## src/hw/rtl/fbb_pkg.sv

```systemverilog
// ----------------------------------------------------------------------------
// fbb_pkg
// Shared constants, types and helpers of the foreground bounding box block.
// ----------------------------------------------------------------------------
`default_nettype none

package fbb_pkg;

	// coordinate range and derived widths
	localparam int COORD_LIMIT   = 4096;
	localparam int COORD_W       = $clog2(COORD_LIMIT);
	localparam int WIDTH_W       = COORD_W + 1;
	localparam int IMG_WIDTH_W   = 13;
	localparam int CH_W          = 8;
	localparam int TOL_W         = 8;
	localparam int CFG_IDX_W     = 4;
	localparam int CFG_DATA_W    = 16;

	typedef logic [COORD_W-1:0] coord_t;
	typedef logic [CH_W-1:0]    chan_t;

	localparam coord_t COORD_MAX = coord_t'(COORD_LIMIT - 1);

	// register indexes
	localparam logic [CFG_IDX_W-1:0] REG_TOLERANCE   = CFG_IDX_W'(0);
	localparam logic [CFG_IDX_W-1:0] REG_IMAGE_WIDTH = CFG_IDX_W'(1);

	// register reset values
	localparam logic [TOL_W-1:0]       TOLERANCE_RESET = TOL_W'(10);
	localparam logic [IMG_WIDTH_W-1:0] WIDTH_RESET     = IMG_WIDTH_W'(640);

	typedef struct packed {
		chan_t red;
		chan_t green;
		chan_t blue;
	} rgb_t;

	// settings seen by the datapath, width already folded into range
	typedef struct packed {
		logic [TOL_W-1:0]   tolerance;
		logic [WIDTH_W-1:0] width;
	} cfg_t;

	// true when the channels differ by more than the tolerance
	function automatic logic channel_differs(chan_t a, chan_t b, logic [TOL_W-1:0] tol);
		chan_t d;
		d = (a > b) ? (a - b) : (b - a);
		return d > tol;
	endfunction

endpackage

`default_nettype wire

```

## src/hw/rtl/fbb_pixel_if.sv

```systemverilog
// ----------------------------------------------------------------------------
// fbb_pixel_if
// Pixel stream channel: one RGB pixel per word with an end-of-frame mark.
// ----------------------------------------------------------------------------
`default_nettype none

interface fbb_pixel_if;
	logic                valid;
	logic                ready;
	fbb_pkg::chan_t      red;
	fbb_pkg::chan_t      green;
	fbb_pkg::chan_t      blue;
	logic                frame_last;

	modport source (output valid, red, green, blue, frame_last, input ready);
	modport sink   (input valid, red, green, blue, frame_last, output ready);
endinterface

`default_nettype wire

```

## src/hw/rtl/fbb_box_if.sv

```systemverilog
// ----------------------------------------------------------------------------
// fbb_box_if
// Result channel: bounding box of one frame with a found flag.
// ----------------------------------------------------------------------------
`default_nettype none

interface fbb_box_if;
	logic            valid;
	logic            ready;
	logic            found;
	fbb_pkg::coord_t min_x;
	fbb_pkg::coord_t max_x;
	fbb_pkg::coord_t min_y;
	fbb_pkg::coord_t max_y;

	modport source (output valid, found, min_x, max_x, min_y, max_y, input ready);
	modport sink   (input valid, found, min_x, max_x, min_y, max_y, output ready);
endinterface

`default_nettype wire

```

## src/hw/rtl/fbb_cfg_if.sv

```systemverilog
// ----------------------------------------------------------------------------
// fbb_cfg_if
// Register write channel: register index and write data.
// ----------------------------------------------------------------------------
`default_nettype none

interface fbb_cfg_if;
	logic                                valid;
	logic                                ready;
	logic [fbb_pkg::CFG_IDX_W-1:0]       index;
	logic [fbb_pkg::CFG_DATA_W-1:0]      data;

	modport source (output valid, index, data, input ready);
	modport sink   (input valid, index, data, output ready);
endinterface

`default_nettype wire

```

## src/hw/rtl/fbb_cfg_regs.sv

```systemverilog
// ----------------------------------------------------------------------------
// fbb_cfg_regs
// Tolerance and image width registers; writes to unknown indexes are dropped.
// The width is folded into 1..COORD_LIMIT for the datapath.
// ----------------------------------------------------------------------------
`default_nettype none

module fbb_cfg_regs (
	input  wire logic         clk,
	input  wire logic         arst_n,
	fbb_cfg_if.sink           cfg,
	output fbb_pkg::cfg_t     settings
);

	logic [fbb_pkg::TOL_W-1:0]       tolerance_q;
	logic [fbb_pkg::IMG_WIDTH_W-1:0] image_width_q;
	logic                            width_wide;

	// always ready for a write
	assign cfg.ready = 1'b1;

	// register file
	always_ff @(posedge clk or negedge arst_n) begin
		if (!arst_n) begin
			tolerance_q   <= fbb_pkg::TOLERANCE_RESET;
			image_width_q <= fbb_pkg::WIDTH_RESET;
		end else if (cfg.valid) begin
			case (cfg.index)
				fbb_pkg::REG_TOLERANCE:   tolerance_q   <= cfg.data[fbb_pkg::TOL_W-1:0];
				fbb_pkg::REG_IMAGE_WIDTH: image_width_q <= cfg.data[fbb_pkg::IMG_WIDTH_W-1:0];
				default: ;
			endcase
		end
	end

	// zero or oversize width acts as the full coordinate range
	assign width_wide = (32'(image_width_q) > 32'(fbb_pkg::COORD_LIMIT));

	always_comb begin
		settings.tolerance = tolerance_q;
		if (image_width_q == '0 || width_wide) begin
			settings.width = fbb_pkg::WIDTH_W'(fbb_pkg::COORD_LIMIT);
		end else begin
			settings.width = fbb_pkg::WIDTH_W'(image_width_q);
		end
	end

endmodule

`default_nettype wire

```

## src/hw/rtl/foreground_bounding_box_core.sv

```systemverilog
// ----------------------------------------------------------------------------
// foreground_bounding_box_core
// Bounding box of the foreground in a raster-order RGB pixel stream. The first
// pixel of a frame is the background; the box is reported on the last pixel.
//
//  channel  dir  handshake     words
//  cfg      in   valid/ready   register index + data
//  pixel    in   valid/ready   red, green, blue, frame_last
//  box      out  valid/ready   found, min_x, max_x, min_y, max_y
//
//  one pixel per cycle sustained; stage 1 then result register to box
//  stage 1 holds the pixel, the frame state and box register update from it
//  a stalled box only holds up a frame_last pixel; other pixels keep flowing
//  pixel ready follows box ready combinationally through one gate
//  reset gives tolerance 10, width 640 and an empty frame
// ----------------------------------------------------------------------------
`default_nettype none

module foreground_bounding_box_core (
	input  wire logic    clk,
	input  wire logic    arst_n,
	fbb_cfg_if.sink      cfg,
	fbb_pixel_if.sink    pixel,
	fbb_box_if.source    box
);

	fbb_pkg::cfg_t   settings;

	// input stage
	logic            valid_s1;
	fbb_pkg::rgb_t   pix_s1;
	logic            last_s1;

	// frame state
	fbb_pkg::rgb_t   bg_q;
	logic            first_pending_q;
	fbb_pkg::coord_t col_q;
	fbb_pkg::coord_t row_q;
	fbb_pkg::coord_t min_x_q;
	fbb_pkg::coord_t max_x_q;
	fbb_pkg::coord_t min_y_q;
	fbb_pkg::coord_t max_y_q;
	logic            any_fg_q;

	// result register
	logic            out_valid_q;
	logic            found_q;
	fbb_pkg::coord_t res_min_x_q;
	fbb_pkg::coord_t res_max_x_q;
	fbb_pkg::coord_t res_min_y_q;
	fbb_pkg::coord_t res_max_y_q;

	// next-state logic
	logic                        advance;
	logic                        load_res;
	fbb_pkg::rgb_t               bg;
	logic                        fg;
	logic                        any_fg_d;
	fbb_pkg::coord_t             min_x_d;
	fbb_pkg::coord_t             max_x_d;
	fbb_pkg::coord_t             min_y_d;
	fbb_pkg::coord_t             max_y_d;
	fbb_pkg::coord_t             col_d;
	fbb_pkg::coord_t             row_d;
	logic [fbb_pkg::WIDTH_W-1:0] col_inc;

	fbb_cfg_regs u_cfg_regs (
		.clk      (clk),
		.arst_n   (arst_n),
		.cfg      (cfg),
		.settings (settings)
	);

	// handshake: stage 1 drains unless its frame result cannot be placed
	assign advance  = valid_s1 && (!last_s1 || !out_valid_q || box.ready);
	assign load_res = advance && last_s1;
	assign pixel.ready = !valid_s1 || advance;

	// input register
	always_ff @(posedge clk or negedge arst_n) begin
		if (!arst_n) begin
			valid_s1 <= 1'b0;
		end else if (pixel.ready) begin
			valid_s1 <= pixel.valid;
		end
	end

	always_ff @(posedge clk) begin
		if (pixel.ready && pixel.valid) begin
			pix_s1  <= '{red: pixel.red, green: pixel.green, blue: pixel.blue};
			last_s1 <= pixel.frame_last;
		end
	end

	// classification and box widening
	always_comb begin
		bg = first_pending_q ? pix_s1 : bg_q;
		fg = fbb_pkg::channel_differs(pix_s1.red,   bg.red,   settings.tolerance) ||
		     fbb_pkg::channel_differs(pix_s1.green, bg.green, settings.tolerance) ||
		     fbb_pkg::channel_differs(pix_s1.blue,  bg.blue,  settings.tolerance);
		any_fg_d = any_fg_q;
		min_x_d  = min_x_q;
		max_x_d  = max_x_q;
		min_y_d  = min_y_q;
		max_y_d  = max_y_q;
		if (fg) begin
			any_fg_d = 1'b1;
			if (col_q < min_x_q) min_x_d = col_q;
			if (col_q > max_x_q) max_x_d = col_q;
			if (row_q < min_y_q) min_y_d = row_q;
			if (row_q > max_y_q) max_y_d = row_q;
		end
	end

	// raster counters, row saturates at the top coordinate
	always_comb begin
		col_inc = {1'b0, col_q} + fbb_pkg::WIDTH_W'(1);
		col_d   = col_inc[fbb_pkg::COORD_W-1:0];
		row_d   = row_q;
		if (col_inc >= settings.width) begin
			col_d = '0;
			if (row_q != fbb_pkg::COORD_MAX) row_d = row_q + fbb_pkg::coord_t'(1);
		end
	end

	// frame state update, cleared after the last pixel
	always_ff @(posedge clk or negedge arst_n) begin
		if (!arst_n) begin
			bg_q            <= '0;
			first_pending_q <= 1'b1;
			col_q           <= '0;
			row_q           <= '0;
			min_x_q         <= fbb_pkg::COORD_MAX;
			max_x_q         <= '0;
			min_y_q         <= fbb_pkg::COORD_MAX;
			max_y_q         <= '0;
			any_fg_q        <= 1'b0;
		end else if (load_res) begin
			bg_q            <= '0;
			first_pending_q <= 1'b1;
			col_q           <= '0;
			row_q           <= '0;
			min_x_q         <= fbb_pkg::COORD_MAX;
			max_x_q         <= '0;
			min_y_q         <= fbb_pkg::COORD_MAX;
			max_y_q         <= '0;
			any_fg_q        <= 1'b0;
		end else if (advance) begin
			bg_q            <= bg;
			first_pending_q <= 1'b0;
			col_q           <= col_d;
			row_q           <= row_d;
			min_x_q         <= min_x_d;
			max_x_q         <= max_x_d;
			min_y_q         <= min_y_d;
			max_y_q         <= max_y_d;
			any_fg_q        <= any_fg_d;
		end
	end

	// result register valid
	always_ff @(posedge clk or negedge arst_n) begin
		if (!arst_n) begin
			out_valid_q <= 1'b0;
		end else if (load_res) begin
			out_valid_q <= 1'b1;
		end else if (box.ready) begin
			out_valid_q <= 1'b0;
		end
	end

	// result payload, empty box reads as zeros
	always_ff @(posedge clk) begin
		if (load_res) begin
			found_q     <= any_fg_d;
			res_min_x_q <= any_fg_d ? min_x_d : '0;
			res_max_x_q <= any_fg_d ? max_x_d : '0;
			res_min_y_q <= any_fg_d ? min_y_d : '0;
			res_max_y_q <= any_fg_d ? max_y_d : '0;
		end
	end

	assign box.valid = out_valid_q;
	assign box.found = found_q;
	assign box.min_x = res_min_x_q;
	assign box.max_x = res_max_x_q;
	assign box.min_y = res_min_y_q;
	assign box.max_y = res_max_y_q;

	// a frame end must wait while the previous box is still held
	a_last_waits: assert property (@(posedge clk) disable iff (!arst_n)
		valid_s1 && last_s1 && out_valid_q && !box.ready |-> !pixel.ready)
		else $error("frame end overwrote a pending box");

	// state is back to an empty frame after a box is produced
	a_frame_clear: assert property (@(posedge clk) disable iff (!arst_n)
		load_res |=> first_pending_q && col_q == '0 && row_q == '0 && !any_fg_q)
		else $error("frame state not cleared after box");

	// no foreground can be recorded before a background exists
	a_bg_first: assert property (@(posedge clk) disable iff (!arst_n)
		first_pending_q |-> !any_fg_q && max_x_q == '0 && max_y_q == '0)
		else $error("box widened before background was taken");

	// an empty box carries zero coordinates
	a_empty_box: assert property (@(posedge clk) disable iff (!arst_n)
		box.valid && !box.found |-> box.min_x == '0 && box.max_x == '0 &&
			box.min_y == '0 && box.max_y == '0)
		else $error("empty box with non-zero coordinates");

endmodule

`default_nettype wire
```

## src/flat_wrapper.sv

```systemverilog
// flat-port wrapper written by rule: the top's interface ports become plain ports
module foreground_bounding_box_core_flat 
  (clk, arst_n, cfg_valid, cfg_index, cfg_data, cfg_ready, pixel_valid, pixel_red, pixel_green, pixel_blue, pixel_frame_last, pixel_ready, box_valid, box_found, box_min_x, box_max_x, box_min_y, box_max_y, box_ready);
  fbb_cfg_if cfg_i ();
  fbb_pixel_if pixel_i ();
  fbb_box_if box_i ();
  input  wire logic clk;
  input  wire logic arst_n;
  input wire logic [$bits(cfg_i.valid)-1:0] cfg_valid;
  input wire logic [$bits(cfg_i.index)-1:0] cfg_index;
  input wire logic [$bits(cfg_i.data)-1:0] cfg_data;
  output wire logic [$bits(cfg_i.ready)-1:0] cfg_ready;
  input wire logic [$bits(pixel_i.valid)-1:0] pixel_valid;
  input wire logic [$bits(pixel_i.red)-1:0] pixel_red;
  input wire logic [$bits(pixel_i.green)-1:0] pixel_green;
  input wire logic [$bits(pixel_i.blue)-1:0] pixel_blue;
  input wire logic [$bits(pixel_i.frame_last)-1:0] pixel_frame_last;
  output wire logic [$bits(pixel_i.ready)-1:0] pixel_ready;
  output wire logic [$bits(box_i.valid)-1:0] box_valid;
  output wire logic [$bits(box_i.found)-1:0] box_found;
  output wire logic [$bits(box_i.min_x)-1:0] box_min_x;
  output wire logic [$bits(box_i.max_x)-1:0] box_max_x;
  output wire logic [$bits(box_i.min_y)-1:0] box_min_y;
  output wire logic [$bits(box_i.max_y)-1:0] box_max_y;
  input wire logic [$bits(box_i.ready)-1:0] box_ready;
  assign cfg_i.valid = cfg_valid;
  assign cfg_i.index = cfg_index;
  assign cfg_i.data = cfg_data;
  assign cfg_ready = cfg_i.ready;
  assign pixel_i.valid = pixel_valid;
  assign pixel_i.red = pixel_red;
  assign pixel_i.green = pixel_green;
  assign pixel_i.blue = pixel_blue;
  assign pixel_i.frame_last = pixel_frame_last;
  assign pixel_ready = pixel_i.ready;
  assign box_valid = box_i.valid;
  assign box_found = box_i.found;
  assign box_min_x = box_i.min_x;
  assign box_max_x = box_i.max_x;
  assign box_min_y = box_i.min_y;
  assign box_max_y = box_i.max_y;
  assign box_i.ready = box_ready;
  foreground_bounding_box_core u_core (.clk(clk), .arst_n(arst_n), .cfg(cfg_i), .pixel(pixel_i), .box(box_i));
endmodule
```

## config.mk

```make
export PLATFORM = sky130hd
export DESIGN_NAME = foreground_bounding_box_core_flat
export DESIGN_NICKNAME = d
export VERILOG_FILES = /design/src/hw/rtl/fbb_pkg.sv /design/src/hw/rtl/fbb_pixel_if.sv /design/src/hw/rtl/fbb_box_if.sv /design/src/hw/rtl/fbb_cfg_if.sv /design/src/hw/rtl/fbb_cfg_regs.sv /design/src/hw/rtl/foreground_bounding_box_core.sv /design/src/flat_wrapper.sv
export SDC_FILE = /design/constraint.sdc
export NUM_CORES = 1
export LEC_CHECK = 0
export BUFFER_PORTS_ARGS = -buffer_cell sky130_fd_sc_hd__buf_2
export CORE_MARGIN = 1
export CORE_UTILIZATION = 59
export CTS_CLUSTER_DIAMETER = 150
export DETAILED_ROUTE_END_ITERATION = 10
export PLACE_DENSITY_LB_ADDON = 0.25
export SLEW_MARGIN = 20
export SYNTH_ARGS = -nofsm -noshare
export SYNTH_HDL_FRONTEND = slang
export SYNTH_SLANG_ARGS = --single-unit
```

## constraint.sdc

```tcl
create_clock -name clk -period 6 [get_ports clk]
set_clock_uncertainty 0.1 [all_clocks]
set_input_delay 1.2 -clock clk [delete_from_list [all_inputs] [get_ports clk]]
set_output_delay 1.2 -clock clk [all_outputs]
set_load 0.01 [all_outputs]
```

# [Word level (Yosys, flattened, before mapping)]
# Cells that the tools add are included.
[word_totals] in_bits=50 wordCells=104 output_inout_bits=52 regBits=195
[op_classes] n_reduce_logical=21 mux=37 n_eq_ne=2 n_addsub=8 order_cmp=12
[ops] op="12-bit two-way mux" n=23
[ops] op="24-bit two-way mux" n=3
[ops] op="8-bit > comparator" n=6
[ops] op="8-bit subtractor" n=6
[ops] op="12-bit > comparator" n=2
[ops] op="12-bit less-than comparator" n=2
[ops] op="8-bit two-way mux" n=3
[ops] op="12-bit by 1-bit adder with 13-bit output (second input constant)" n=1
[ops] op="13-bit greater-or-equal comparator" n=1
[ops] op="13-bit > comparator (second input constant)" n=1
[ops] op="13-bit zero test" n=1
[ops] op="13-bit two-way mux" n=1
[ops] op="12-bit by 1-bit adder with 12-bit output (second input constant)" n=1
[ops] op="12-bit != test (second input constant)" n=1
[ops] op="2-bit nonzero test" n=4
[ops] op="1-bit two-way mux" n=7
[ops] op="1-bit logical OR" n=6
[ops] op="4-bit by 1-bit == test with 1-bit output (second input constant)" n=1
[ops] op="4-bit zero test" n=1
[ops] op="2-bit AND reduction" n=2
[ops] op="1-bit logical AND" n=3
[ops] op="1-bit zero test" n=3
[ops] op="3-bit AND reduction" n=1

# [Longest topological paths before layout]
# Gate-level depths: netlist (run 1).
[logic_depth] word_depth=9 depth_mapped=23 ltp_nobuf=19

# [Modules after synthesis]
# From an unflattened synthesis (run 1), not the netlist that was laid out.
[hier_totals] cells_unflattened=1269 hier_area_um2=12893.6
[modules_own_cells] mod="foreground_bounding_box_core" area_each_um2=11900.2 n_inst=1 seq_area_each_um2=4755.8 cells_each=1203
[modules_own_cells] mod="fbb_cfg_regs" area_each_um2=993.5 n_inst=1 seq_area_each_um2=530.5 cells_each=66

# [Worst setup path before layout (run 1)]
# No wires, ideal clock.
[synth_timing] path_kind="register -> register" startpoint="register u_core.first_pending_q" endpoint="register u_core.res_min_y_q[9], in the netlist u_core.box.min_y[9], data pin" arrival_ps=4764 path_buffers=4 synth_period_minus_slack_ps=5121 slack_ps=879 stages_incl_launch_ff=24 cell_sequence="dfstp_2 -> clkbuf_1 -> buf_2 -> mux2i_1 -> inv_1 -> ha_1 -> inv_1 -> fa_1 -> nand3_1 -> a21oi_1 -> o41ai_4 -> mux2_4 -> o21ai_2 -> a21oi_2 -> xnor2_1 -> ha_1 -> nand4_1 -> or2_2 -> o21a_1 -> o31a_1 -> buf_2 -> buf_4 -> mux2i_1 -> nor2_1"
[synth_via] elab_chain_len=7 word_cells_on_any_way=20 cone_classes="6 x add/sub; 6 x order compare; 6 x mux; 2 x reduce/logical"
[synth_rtl] item="start, declared" line="foreground_bounding_box_core.sv:36" text="logic first_pending_q;"
[synth_rtl] item="start signal, assigned" line="foreground_bounding_box_core.sv:130" text="first_pending_q <= 1'b1;"
[synth_rtl] item="start signal, assigned" line="foreground_bounding_box_core.sv:140" text="first_pending_q <= 1'b1;"
[synth_rtl] item="start signal, assigned" line="foreground_bounding_box_core.sv:150" text="first_pending_q <= 1'b0;"
[synth_rtl] item="24-bit two-way mux *" line="foreground_bounding_box_core.sv:97" text="bg = first_pending_q ? pix_s1 : bg_q;"
[synth_rtl] item="8-bit subtractor / 8-bit > comparator (equally long branches)" line="fbb_pkg.sv:47" text="d = (a > b) ? (a - b) : (b - a);"
[synth_rtl] item="8-bit two-way mux" line="fbb_pkg.sv:47"
[synth_rtl] item="8-bit > comparator" line="fbb_pkg.sv:48" text="return d > tol;"
[synth_rtl] item="1-bit logical OR" line="foreground_bounding_box_core.sv:98" text="fg = fbb_pkg::channel_differs(pix_s1.red, bg.red, settings.tolerance) ||"
[synth_rtl] item="1-bit logical OR *" line="foreground_bounding_box_core.sv:99" text="fbb_pkg::channel_differs(pix_s1.green, bg.green, settings.tolerance) ||"
[synth_rtl] item="12-bit two-way mux / 1-bit two-way mux (equally long branches)" line="foreground_bounding_box_core.sv:106" text="if (fg) begin"
[synth_rtl] item="end signal, assigned" line="foreground_bounding_box_core.sv:178" text="res_min_y_q <= any_fg_d ? min_y_d : '0;"
[synth_rtl] item="end, declared" line="foreground_bounding_box_core.sv:50" text="fbb_pkg::coord_t res_min_y_q;"
# Every way passes the cells marked *; elsewhere a longest branch is shown, timed or not.
# A chain may end at the register's enable or synchronous reset.

# [Final worst setup path (run 1)]
[layout_timing] startpoint="register u_core.first_pending_q" endpoint="register u_core.res_max_x_q[0], in the netlist u_core.box.max_x[0], data pin"
[layout_via] elab_chain_len=7 word_cells_on_any_way=20 cone_classes="6 x add/sub; 6 x order compare; 6 x mux; 2 x reduce/logical"
[layout_rtl] item="24-bit two-way mux *" line="foreground_bounding_box_core.sv:97"
[layout_rtl] item="8-bit subtractor / 8-bit > comparator (equally long branches)" line="fbb_pkg.sv:47"
[layout_rtl] item="8-bit two-way mux" line="fbb_pkg.sv:47"
[layout_rtl] item="8-bit > comparator" line="fbb_pkg.sv:48"
[layout_rtl] item="1-bit logical OR" line="foreground_bounding_box_core.sv:98"
[layout_rtl] item="1-bit logical OR *" line="foreground_bounding_box_core.sv:99"
[layout_rtl] item="12-bit two-way mux / 1-bit two-way mux (equally long branches)" line="foreground_bounding_box_core.sv:106"
[layout_rtl] item="end signal, assigned" line="foreground_bounding_box_core.sv:177" text="res_max_x_q <= any_fg_d ? max_x_d : '0;"
[layout_rtl] item="end, declared" line="foreground_bounding_box_core.sv:49" text="fbb_pkg::coord_t res_max_x_q;"
# Marked as above.

==> results of run 1 <==
[worst min-delay path: stages (launching register included)]
cell     delay (ns)
dfrtp_1        0.34
nand2_1        0.05
o31ai_1        0.05
[power breakdown]
group | switching, mW | internal [mW]
Sequential | 0.192 | 1.77
Combinational | 1.76 | 1.14
Clock | 0.577 | 0.559
[worst max path at each step]
stage	slack, ns	endpoint	cells past startpoint
final	0.49	u_core.box.max_x[0]	19
after global routing	0.12	u_core.box.found	18
after CTS	0.52	u_core.box.found	19
after detailed placement	0.51	u_core.box.found	19
after global placement	0.61	u_core.box.max_x[0]	19
after floorplan	0.88	u_core.box.min_y[9]	23
[sequential cells by signal (all words and copies together), names as in the netlist]
signal,flops
u_core.bg_q,24
u_core.pix_s1,24
u_core.u_cfg_regs.image_width_q,13
u_core.box.max_x,12
u_core.box.max_y,12
u_core.box.min_x,12
u_core.box.min_y,12
u_core.col_q,12
u_core.max_x_q,12
u_core.max_y_q,12
u_core.min_x_q,12
u_core.min_y_q,12
u_core.row_q,12
u_core.u_cfg_regs.tolerance_q,8
u_core.any_fg_q,1
u_core.box.found,1
u_core.box.valid,1
u_core.first_pending_q,1
u_core.last_s1,1
u_core.valid_s1,1
[logic make-up after synthesis]
family,count (synthesis),share of synthesized area [%]
compound gates,346,19.2
xor+xnor,27,1.85
fa+ha+maj,136,13.7
buf+inv,189,5.90
flops,195,41.4
mux,77,6.28
other cells,1,0.0294
simple gates,290,11.6
[synth_stat cells, drive strengths merged, types with 16 or more instances]
master	count
nand2b	25
dfrtp	92
nor2b	17
a211oi	49
o31ai	31
mux2	22
xnor2	16
dfstp	29
ha	130
o21ai	52
inv	112
a21o	31
buf	28
mux2i	55
nand4	24
nor2	49
nor4	16
a21oi	86
nand3	34
clkbuf	49
nand2	75
edfxtp	74
[routing by layer]
metal | GRT usage (%) | part of all wire (%)
met5 | 0 | 0
met4 | 8.01 | 1.7
met3 | 3.33 | 3.5
met2 | 45.1 | 50
met1 | 34.3 | 45
[area by class of cell]
| cell class | instances | area (sq um) | share of cell area (%) |
|---|---|---|---|
| clock buffers | 17 | 425 | 3.02 |
| clock inverters | 15 | 161 | 1.15 |
| inverters | 112 | 422 | 2.99 |
| multi-input cells | 877 | 6760 | 48.0 |
| flip-flops and latches | 195 | 5290 | 37.5 |
| well taps | 275 | 344 | 2.44 |
| repair buffers | 121 | 681 | 4.83 |
[stage by stage]
step / worst slack [ns] / util [%] / std cells / hold slack (ns)
2_1_floorplan: 0.879 / - / 1261 / 0.348
3_3_place_gp: 0.609 / 63.9 / 1580 / 0.358
3_5_place_dp: 0.511 / 63.9 / 1580 / 0.367
4_1_cts: 0.516 / 66.7 / 1612 / 0.384
5_1_grt: 0.119 / 66.8 / 1612 / 0.402
6_report: 0.489 / 66.8 / 1612 / 0.380
[layout by cell type (no fill, tap or decap), drive strengths merged, types with 17 or more instances in the layout]
cell type  synthesis  layout
nor2              49      49
nand4             24      24
a21o              31      31
edfxtp            74      74
nor2b             17      17
nand2b            25      25
nand3             34      34
a21oi             86      86
o21ai             52      52
a211oi            49      49
buf               28     121
inv              112     118
mux2              22      22
dfrtp             92      92
dfstp             29      29
ha               130     130
clkbuf            49      17
mux2i             55      55
o31ai             31      31
nand2             75      75
==> results by group, run 1 <==
Run status
  – Outcome: complete, no violations

Logic synthesis
  – Synthesized flop and latch total: 195
  – Register area share after synthesis: 41.4%
  – Synthesized cell area: 0.0128 sq mm
  – Synth top area cells: dfrtp_1, edfxtp_1, ha_1
  – Avg Inst Size Synth: 10.1 sq um
  – Syn Inst Count: 1261
  – Syn nets: 1447
  – FFs w/ async S/R, synth: 62.1%
  – Yosys warnings: 0
  – Yosys top cell area share: 18.0%
  – Yosys cell types: 72
  – Synth area leader: dfrtp_1
  – Synth Flop Type: dfrtp_1
  – Post-synth EDFFs: 74

Finish
  – Total Nets Final: 1510
  – Design Area, Final: 0.0141 sq mm
  – Filler cells: ~1700
  – Area growth syn-to-layout: 10.3%
  – Ant diodes: 0
  – Layout cells sized above 1: 18.5%

Worst setup path
  – Crit path largest cell delay: 0.59 ns
  – FF-to-FF setup slack: 0.49 ns
  – Crit path max-delay family: compound AO/OA/AOI/OAI gates
  – Critical path class: register to register
  – Startpoint types: register
  – Slowest CP cell: dfstp_2
  – Crit-path max FO: 25
  – CP Data Arrival Time: 5.60 ns
  – Critical path capture point type: register
  – Worst path cell trace: buf_4 -> mux2i_1 -> inv_1 -> ha_1 -> a21oi_2 -> nor2b_1 -> o41ai_4 -> mux2_4 -> o21ai_2 -> a21oi_2 -> xnor2_1 -> ha_1 -> nand4_1 -> a21oi_1 -> o21ai_2 -> a32oi_4 -> buf_12 -> a211oi_1 -> a31o_2
  – Worst R2R End: u_core.box.max_x[0]
  – Required @ worst endpoint: about 6 ns
  – Crit path from: u_core.first_pending_q
  – WP buf/inv: 3
  – Worst-case reg-to-reg path depth: 19
  – RR Startpoint: u_core.first_pending_q

CTS
  – Num CTS Buffers: 17
  – Hold buffer count at CTS: 0
  – # resized after CTS: 0
  – Clk_lat worst skew: 0.44 ns
  – Clock Sinks: approximately 200
  – CTS max path bufs: 2
  – CTS H-tree lvls: 4
  – CTS tree: yes
  – Root Buffer Master: clkbuf_16
  – Worst-path clk slew: 0.08 ns
  – Post-CTS setup buffer count: 0

STA
  – RSZ-0062 raised after global routing: no
  – Minimum clock period: between 5 and 6 ns
  – Setup TNS: 0 ns
  – Tightest Pin Transition: 0.987 ns
  – Max Fclk: 0.181 GHz
  – Crit share post-route: 91.9%
  – Final setup vio count: 0
  – Fin. Hold Viols: 0
  – Slew Limit Headroom: ~34%
  – Final Max Tran Viols: 0

Floorplan
  – FP Rows: 53
  – Chip Width: 149 microns
  – DIE HEIGHT: 149 microns
  – Die ar.: approximately 0.022 sq mm
  – # IOs: 102
  – Core area: 0.0211 sq mm
  – Initial Utilization: about three fifths

Power
  – Pwr per Cell Area: roughly 430 mW/mm^2
  – Total power: 5.99 mW
  – Peak VDD IR: 297 uV
  – Static Leak: roughly 6.6 nW

Drt
  – DR vias: 9813
  – DR pass1 iterations: 4
  – WL final: 27700 microns
  – WL/cell: 17.2 microns
  – Drt drc: 0
  – Initial detailed-routing violation count: 621
  – DR vias/cell: 6.09
  – Antenna violation net count after detailed routing: 0

Hold path
  – Start point of the worst hold path: u_core.bg_q[9]
  – Min-Delay Path Depth: 2
  – Hold Path End: u_core.bg_q[9]
  – Worst min path class: register to register

GRT
  – Initial antenna violation count: 0
  – Largest net degree at the start of global routing: 75
  – GRT overflow: 0
  – Number of global-route vias before repair: 9590
  – First-pass GRT wire length: 46300 microns
  – Total GRT Usage: 26.2%

Place
  – HPWL Detailed: 19400 microns
  – Placed cell areas: ~0.013 sq mm
  – Port-buffer cells: 97
  – GPL Wtd Cong: 0.833

Run
  – Number of max-cap violations: 0
Note: power is estimated with default switching activity, not from simulation.
==> run 2, diff against run 1 <==
==> constraint.sdc (replaced) <==
create_clock -name clk -period 6.2 [get_ports clk]
set_clock_uncertainty 0.1 [all_clocks]
set_input_delay 1.24 -clock clk [delete_from_list [all_inputs] [get_ports clk]]
set_output_delay 1.24 -clock clk [all_outputs]
set_load 0.01 [all_outputs]
==> run 2 against run 1 <==
Net effect: first-iteration DRC count rose by 15%; routed wire length fell by 1.3%; worst setup slack improved by 0.089 ns; highest routed layer unchanged.
==> results by group, run 2 (synthesis results as in run 1) <==
Drt
  – DR vias/cell: 6.09
  – Drt drc: 0
  – WL final: ~27000 microns
  – DR vias: about 9800
  – Antenna violation net count after detailed routing: 0
  – DR pass1 iterations: 5
  – WL/cell: 17.0 microns
  – Initial detailed-routing violation count: 715

Floorplan
  – FP Rows: 53
  – Chip Width: 149 microns
  – # IOs: 102
  – Core area: 0.0211 sq mm
  – Die ar.: 0.0222 sq mm
  – Initial Utilization: 60.6%
  – DIE HEIGHT: approximately 150 microns

Worst setup path
  – Critical path class: register to register
  – Critical path capture point type: register
  – Crit-path max FO: 19
  – Required @ worst endpoint: 6.48 ns
  – Startpoint types: register
  – CP Data Arrival Time: a little under 6 ns

Run
  – Number of max-cap violations: 0

Finish
  – Layout cells sized above 1: 18.0%
  – Biggest regs: u_core.bg_q (24), u_core.pix_s1 (24), u_core.u_cfg_regs.image_width_q (13)
  – Filler cells: 1690
  – Sequential Area: 0.00529 sq mm
  – Area growth syn-to-layout: 10.0%
  – Ant diodes: 0
  – Most common cell after layout, fill and taps aside: ha_1
  – Commonest non-fill, non-tap cells in the layout: ha_1, inv_1, buf_2
  – Total Nets Final: ~1500
  – Core Util, Final: 66.6%
  – Multi-input gate area: 0.00676 sq mm

GRT
  – GRT overflow: 0
  – Number of global-route vias before repair: between 9000 and 10000
  – Largest net degree at the start of global routing: 75
  – Initial antenna violation count: 0
  – First-pass GRT wire length: around 46000 microns
  – Total GRT Usage: 26.0%

Place
  – GPL Wtd Cong: between 0.8 and 0.9
  – Port-buffer cells: 97
  – Dpl ws: 0.636 ns
  – HPWL Detailed: 19000 microns

CTS
  – Root Buffer Master: clkbuf_16
  – CTS H-tree lvls: 4
  – Clock Sinks: 195
  – Worst-path clk slew: 0.07 ns
  – Num CTS Buffers: 17
  – # resized after CTS: 0
  – Hold buffer count at CTS: 0
  – Post-CTS setup buffer count: 0
  – CTS tree: yes
  – CTS max path bufs: 2
  – Clk_lat worst skew: between 0.4 and 0.5 ns

STA
  – Final WS setup: 0.578 ns
  – Fin. Hold Viols: 0
  – Setup TNS: 0 ns
  – Final Max Tran Viols: 0
  – Slew Limit Headroom: 33.8%
  – Minimum clock period: ~5.6 ns
  – Final setup vio count: 0
  – Hold WS: around 0.38 ns
  – Max Fclk: 0.178 GHz
  – Tightest Pin Transition: 0.991 ns
  – Crit share post-route: 90.7%
  – RSZ-0062 raised after global routing: no

Hold path
  – Worst min path class: register to register

Power
  – Static Leak: 6.54 nW
  – Total power: approximately 5.8 mW
  – Peak VDD IR: 320 uV
  – Pwr per Cell Area: 410 mW/mm^2

Run status
  – Outcome: complete, no violations
## run 2: final timing paths
check | start | cells past startpoint | end | slack (ns)
setup / recovery | u_core.first_pending_q | 18 | u_core.max_x_q[5] | 0.58
hold / removal | u_core.bg_q[3] | 2 | u_core.bg_q[3] | 0.38
setup reg to reg | u_core.first_pending_q | 18 | u_core.max_x_q[5] | 0.58
hold reg to reg | u_core.bg_q[3] | 2 | u_core.bg_q[3] | 0.38
max in group asynchronous | arst_n | 2 | u_core.max_y_q[2] | 4.30
min in group asynchronous | arst_n | 1 | u_core.bg_q[2] | 0.59
## run 2: worst max-delay path: stages (launching register included)
cell and delay [ns]:
dfstp_2 0.74, mux2i_1 0.36, inv_1 0.09, ha_1 0.37, a211oi_1 0.37, nand2_1 0.17, o21ai_4 0.32, mux2_2 0.41
o21ai_0 0.17, a21oi_1 0.07, xnor2_1 0.17, ha_1 0.31, nand4_1 0.16, a21oi_1 0.25, o22ai_2 0.19, a32oi_4 0.29
buf_4 0.26, and4_1 0.57, a211o_1 0.20
## run 2: power breakdown
part / internal, mW / total [mW] / leakage (nW) / switching, mW
logic: 1.06 / 2.75 / 3.99 / 1.69
clock network: 0.548 / 1.11 / 0.292 / 0.567
registers: 1.71 / 1.89 / 2.26 / 0.185
## run 2: layout make-up
type / instances / area share [%]
clock buffer: 17 / 3.03
clock inverter: 15 / 1.26
inverter: 112 / 2.99
multi-input combinational: 877 / 48.1
sequential: 195 / 37.6
tap: 275 / 2.45
timing repair buffer: 113 / 4.51
## run 2: stage by stage
step | area, sq um | instances
global route | 14100 | 1604
CTS | 14000 | 1604
floorplan | 12800 | 1261
detailed placement | 13400 | 1572
global placement | 13400 | 1572
finish | 14100 | 1604
## run 2: routing by layer
layer / routed length, microns / share of wire [%] / global-route usage [%]
met1: 12200 / 45 / 34.3
met2: 13500 / 50 / 44.3
met3: 1140 / 4.2 / 3.58
met4: 463 / 1.7 / 8.06
met5: 0 / 0 / 0
